### config.mk
export PLATFORM = sky130hd
export DESIGN_NAME = vmt_sqrt
export DESIGN_NICKNAME = d
export VERILOG_FILES = /design/src/vmt_sqrt.sv
export SDC_FILE = /design/constraint.sdc
export NUM_CORES = 2
export LEC_CHECK = 0
export BUFFER_PORTS_ARGS = -buffer_cell sky130_fd_sc_hd__clkbuf_2
export CAP_MARGIN = 5
export CORE_MARGIN = 8
export CORE_UTILIZATION = 25
export DETAILED_ROUTE_END_ITERATION = 8
export GPL_TIMING_DRIVEN = 0
export PLACE_DENSITY = 0.49
export RECOVER_POWER = 100
export SLEW_MARGIN = 20
export SYNTH_ARGS = -nofsm -noshare
export SYNTH_HDL_FRONTEND = slang
export SYNTH_SLANG_ARGS = --single-unit
### constraint.sdc
create_clock -name clk_i -period 3.5 [get_ports clk_i]
set_clock_uncertainty 0.15 [all_clocks]
set_input_delay 0.7 -clock clk_i [delete_from_list [all_inputs] [get_ports clk_i]]
set_output_delay 0.7 -clock clk_i [all_outputs]
set_load 0.03 [all_outputs]
### src/vmt_sqrt.sv
`default_nettype none

// Integer square root, one root bit per register stage.
module vmt_sqrt #(
  parameter int unsigned RW   = 33,
  parameter int unsigned PAYW = 8
) (
  input  wire logic            clk_i,
  input  wire logic            rst_ni,
  input  wire logic            valid_i,
  input  wire logic [2*RW-1:0] rad_i,
  input  wire logic [PAYW-1:0] pay_i,
  output logic                 valid_o,
  output logic [RW-1:0]        root_o,
  output logic [PAYW-1:0]      pay_o
);

  logic            vld_q  [RW+1];
  logic [2*RW-1:0] rem_q  [RW+1];
  logic [RW-1:0]   root_q [RW+1];
  logic [PAYW-1:0] pay_q  [RW+1];

  assign vld_q[0]  = valid_i;
  assign rem_q[0]  = rad_i;
  assign root_q[0] = '0;
  assign pay_q[0]  = pay_i;

  for (genvar k = 0; k < RW; k++) begin : g_stage
    localparam int unsigned B = RW - 1 - k;
    logic [2*RW-1:0] inc;
    logic            take;

    // Trial increment (2r + 2^b) * 2^b for setting root bit b
    assign inc  = (({{(RW-1){1'b0}}, root_q[k], 1'b0}) | ((2*RW)'(1) << B)) << B;
    assign take = rem_q[k] >= inc;

    always_ff @(posedge clk_i or negedge rst_ni) begin
      if (!rst_ni) begin
        vld_q[k+1] <= 1'b0;
      end else begin
        vld_q[k+1] <= vld_q[k];
      end
    end

    always_ff @(posedge clk_i) begin
      rem_q[k+1]  <= take ? rem_q[k] - inc : rem_q[k];
      root_q[k+1] <= take ? (root_q[k] | (RW'(1) << B)) : root_q[k];
      pay_q[k+1]  <= pay_q[k];
    end
  end

  assign valid_o = vld_q[RW];
  assign root_o  = root_q[RW];
  assign pay_o   = pay_q[RW];

  a_sqrt_latency: assert property (@(posedge clk_i) disable iff (!rst_ni)
    valid_o |-> $past(valid_i, RW))
    else $error("sqrt output valid without matching input");

endmodule

`default_nettype wire

# After elaboration in Yosys (flattened, before gate mapping)
# Cells that the tools add are included.
dict set report word_totals {
  register_bits 3498
  out_inout_bits 42
}
dict set report classes {
  order_cmp 33
  addsub 32
  n_mux 33
}
# operator n
set ops {}
lappend ops {{$mux W66} 32}
lappend ops {{$ge A66 B34 Y1} 1}
lappend ops {{$ge A66 B35 Y1} 1}
lappend ops {{$ge A66 B36 Y1} 1}
lappend ops {{$ge A66 B37 Y1} 1}
lappend ops {{$ge A66 B38 Y1} 1}
lappend ops {{$ge A66 B39 Y1} 1}
lappend ops {{$ge A66 B40 Y1} 1}
lappend ops {{$ge A66 B41 Y1} 1}
lappend ops {{$ge A66 B42 Y1} 1}
lappend ops {{$ge A66 B43 Y1} 1}
lappend ops {{$ge A66 B44 Y1} 1}
lappend ops {{$ge A66 B45 Y1} 1}
lappend ops {{$ge A66 B46 Y1} 1}
lappend ops {{$ge A66 B47 Y1} 1}
lappend ops {{$ge A66 B48 Y1} 1}
lappend ops {{$ge A66 B49 Y1} 1}
lappend ops {{$ge A66 B50 Y1} 1}
lappend ops {{$ge A66 B51 Y1} 1}
lappend ops {{$ge A66 B52 Y1} 1}
lappend ops {{$ge A66 B53 Y1} 1}
lappend ops {{$ge A66 B54 Y1} 1}
lappend ops {{$ge A66 B55 Y1} 1}
lappend ops {{$ge A66 B56 Y1} 1}
lappend ops {{43 further kinds} 43}

# Depth between registers and ports, before layout
dict set report logic_depth {
  depth_word 2
  ltp_mapped 14
  mapped_depth_nobuf 12
}

# Least setup slack after synthesis
# OpenSTA, ideal clock, no wires.
dict set report synth_path {
  path_kind {register -> register}
  from {register root_q (netlist bit g_stage[28].inc[16])}
  to {register rem_q[329] (netlist bit)}
  required_ps 3278
  synth_period_minus_slack_ps 3175
  setup_ps 72
  path_slack_ps 325
  path_buffers 2
  stages_incl_launch_ff 14
  arrival_time_ps 2953
  cell_sequence {dfxtp_1 > inv_1 > ha_1 > clkbuf_1 > a21o_1 > a31o_2 > o21a_1 > o211a_1 > nor3_1 > a31oi_1 > or4b_1 > buf_2 > nor4_2 > xor2_1}
}
dict set report synth_via {
  elab_chain_cells 2
  elab_cells_between_ends 3
}
# element line_no
set synth_lines {}
lappend synth_lines {{start, declared} 20} ;# logic [RW-1:0] root_q [RW+1];
lappend synth_lines {{start signal, assigned by index} 47} ;# root_q[k+1] <= take ? (root_q[k] | (RW'(1) << B)) : root_q[k];
lappend synth_lines {{$sub A66 B38 Y66 or $ge A66 B38 Y1 (tied branches)} {46, 35}}
lappend synth_lines {{$mux W66 *} 46} ;# rem_q[k+1] <= take ? rem_q[k] - inc : rem_q[k];
lappend synth_lines {{end signal, assigned by index} 46}
lappend synth_lines {{end, declared} 19} ;# logic [2*RW-1:0] rem_q [RW+1];
# Mark *: on every way between the ends. The rest lies on a longest branch, timed or not.
# A chain may end at the register's enable or synchronous reset.

# Final worst setup path
dict set report layout_path {
  from {register root_q (netlist bit g_stage[30].inc[15])}
  to {register rem_q[165] (netlist bit)}
}
dict set report layout_via {
  elab_chain_cells 2
  elab_cells_between_ends 3
}
# element line_no
set layout_lines {}
lappend layout_lines {{$sub A66 B36 Y66 or $ge A66 B36 Y1 (tied branches)} {46, 35}}
lappend layout_lines {{$mux W66 *} 46}
# Marked as above.

==> qor.yml <==
clocking:
  cts_buffers: 324
  ctsRootBufferMaster: "clkbuf_16"
  clock_path_buffers: 4
  clock_sinks: 2970
  clock_latency_ns: 0.97
  cts_tree: "yes"
  htreeDepth: 5
  clkTransAtPathRegs_ns: 0.06
route:
  wl_um: 302600
  drc: 0
  antenna_left: 0
  avgRoutedWirePerCell_um: 17.63
  viasPerCell: 4.416
  drtPass1Iterations: 6
  vias: 75785
  dr.first_iter.drc_count: 4448
yosys:
  synth_xor_area_share_pct: 7.596
  synth_area_leaders: "dfxtp_1 (54%), ha_1 (6.8%), xnor2_1 (4.2%), xor2_1 (3.4%), a21oi_1 (2.9%)"
  synth_ff_type: "dfxtp_1"
  synthMuxAreaShare_pct: 1.148
  synth_compound_area_share_pct: 11.07
  synth_top_family_by_area: "simple AND/OR/NAND/NOR gates"
  synth_most_common_cell: "dfxtp_1"
  avgSynthCellArea_um2: 10.27
  postSynthCellCount: 10545
  synth.distinct_cells: 112
  syn_area_um2: 108300
  synth_edf_count: 0
  yosys.area_share.simple_pct: 14.92
  yosysSeqAreaShare_pct: 55.07
  ys_warn_count: 0
  synthArstFlopShare_pct: 1.111
  synth_fa_ha_area_share_pct: 6.819
  synth_fp_nets: 11212
  yosysTopAreaCellShare_pct: 54.31
  synth_common_cells: "dfxtp_1 (2937), nor2_1 (736), inv_1 (729)"
  yosysTopAreaCell: "dfxtp_1"
  synth_seq_cells: 2970
power_and_ir_drop:
  powerDensity_nw_per_um2: 815.7
  p_int_mw: 72.64
  vdd_ir_drop_max_mv: 0.4732
  leakage_nw: 57.63
  netSwitchingPower_mw: 35.49
  swShare_pct: 32.83
  pwr-share-clk_pct: 32.7
  combPwrFrac_pct: 23.4
  seqPwrFrac_pct: 43.9
die:
  fp-row-count: 241
  coreArea_um2: 430900
  die_h_um: 674.1
  die_w_um: 674.1
  io_pins: 119
  dieArea_um2: 454400
  initial_core_util_pct: 25.13
timing:
  worstMarginPinSlew_ns: 1.778
  drv_slew: 41
  worst_hold_slack_ns: 0.1248
  fmax_mhz: 273.3
  hold_viol: 0
  period_needed_ns: 3.659
  slew_headroom_pct: -18.51
  period_share_pct: 104.5
  rsz0062_at_grt: "yes"
  fin_ws_ns: -0.1592
  report.final.setup_viol: 81
cells_and_area:
  finalInstanceArea_um2: 132600
  fin_nets: 11839
  fill_cells: 44393
  drive_above_1_share_pct: 13.23
  area_growth_pct: 22.44
  finish.utilization_pct: 30.76
run_status:
  outcome: "finished with violations"
  violations: "capacitance limit, slew limit, setup timing"
critical_path:
  critPathLaunchType: "flip-flop"
  worst-setup-path-type: "reg2reg"
  cp-end-kind: "flip-flop"
  crit_fanout: 6
  critPathArrivalTime_ns: 4.33
  required_ns: 4.17
grt:
  overflow: 0
  grt_max_degree: 34
  grt_pass1_vias: 75645
  grt_pass1_wl_um: 458000
  track_usage_pct: 12.73
  antenna_found_initial: 15
place:
  place_ws_ns: -1.518
  dpl_cell_area_um2: 116000
  io_buffers: 118
  gp_congestion: 0.8652
  hpwl_um: 234400
job:
  maxCapViolations: 2
worst_hold_path:
  worstHoldPathType: "reg2reg"
## power by group through the flow
stage / combinational (mW) / sequential, mW / clock, mW
6_report: 25.3 / 47.5 / 35.4
5_1_grt: 28.0 / 48.2 / 37.9
4_1_cts: 24.7 / 47.4 / 36.5
3_5_place_dp: 23.4 / 47.9 / 0
3_3_place_gp: 23.5 / 48.0 / 0
2_1_floorplan: 17.6 / 44.9 / 0
## through the flow
step | setup TNS [ns] | power (mW) | instances
floorplan | 0 | 62.52 | 10545
global placement | -493.50 | 71.53 | 16373
detailed placement | -440.58 | 71.38 | 16374
CTS | -1.444 | 108.6 | 17117
global route | -46.75 | 114.0 | 17160
finish | -2.883 | 108.1 | 17162
## flip-flops by register name, summed over array words and instances (netlist names)
name and flops:
valid_o 1, rem_q 2112, pay_o 8, vld_q 32, pay_q 256, g_stage.inc 528
root_o 33
## path summary, 6_finish.rpt
check,from,to,depth (start not counted),slack [ns]
min in group asynchronous,rst_ni,valid_o$_DFF_PN0_,2,0.67
setup / recovery,g_stage[30].inc[15]$_DFF_P_,rem_q[165]$_DFF_P_,12,-0.16
hold reg to reg,rem_q[1194]$_DFF_P_,rem_q[1128]$_DFF_P_,0,0.12
max in group asynchronous,rst_ni,vld_q[27]$_DFF_PN0_,2,1.47
setup reg to reg,g_stage[30].inc[15]$_DFF_P_,rem_q[165]$_DFF_P_,12,-0.16
hold / removal,rem_q[1194]$_DFF_P_,rem_q[1128]$_DFF_P_,0,0.12
## layout by cell type (no fill, tap or decap), types with 34 or more instances in the layout
cell           netlist  final
a211oi_1            51     37
a21o_1             241    241
a21oi_1            638    613
a31oi_1             58     50
and3_1              54     49
buf_4               14    134
clkbuf_1           150    162
clkbuf_16            0    331
clkbuf_2             0    122
clkbuf_8             0     68
clkinv_2             0     56
dfxtp_1           2937   2927
dlygate4sd3_1        0     77
ha_1               590    529
ha_4                 0     40
inv_1              729    718
mux2_2             105     99
nand2_1            581    563
nand2b_1           113    111
nand3_1            196    178
nand3b_1            34     34
nand4_1            197    197
nand4b_1            38     38
nor2_1             736    722
nor2b_1             69     69
nor3_1             266    223
nor4_1             372    310
nor4_2               6     44
nor4b_1             54     39
o211ai_1            38     38
o21a_1             106    105
o21ai_0            429    380
o21ai_1              8     47
o21bai_1            51     49
or2_2               36     35
or3_1               90     88
or4_1               85     79
xnor2_1            514    491
xor2_1             425    420
## worst max-delay path: stages, from the launching register on
cell and delay [ns]:
dfxtp_1 0.35, inv_1 0.05, ha_1 0.36, and2_4 0.20, nand4_1 0.35, or4_4 0.57, o211ai_1 0.26, nand2b_4 0.20
a211oi_4 0.05, or2_4 0.33, buf_12 0.17, or4_1 0.46, nand3_1 0.09
## layout make-up
cell class / instances / area, um2 / area share [%]
Antenna cell: 14 / 35.03 / 0.02643
Clock inverter: 150 / 1933 / 1.458
Tap cell: 5710 / 7144 / 5.390
Inverter: 734 / 2765 / 2.086
Buffer: 176 / 1013 / 0.7646
Clock buffer: 442 / 9370 / 7.069
Multi-Input combinational cell: 6626 / 48170 / 36.34
Timing Repair Buffer: 340 / 2489 / 1.877
Sequential cell: 2970 / 59640 / 44.99
## cell families (layout without fill, tap and decap cells)
| family | after synthesis | after routing |
|---|---|---|
| simple gates | 3078 | 3078 |
| flops | 2970 | 2970 |
| compound gates | 1907 | 1908 |
| buf+inv | 950 | 1842 |
| xor+xnor | 939 | 939 |
| fa+ha+maj | 590 | 590 |
| mux | 111 | 111 |
| other cells | 0 | 14 |
## metal layers
layer / vias to the layer above / global-route usage [%] / wire length [um]
met1: 35578 / 16.27 / 137000
met3: 599 / 1.607 / 10990
met2: 1513 / 21.48 / 140100
li1: 38093 / - / -
met4: 2 / 5.611 / 14500
met5: - / 0 / 12
## repair_timing
action	in CTS	in global routing
cloned	4	3
resized for setup	559	349
setup buffers	94	48
endpoints found under the setup margin	834	652
hold buffers	77	0
pin swaps	137	121
endpoints found under the hold margin	109	0
(Power assumes the default switching activity.)
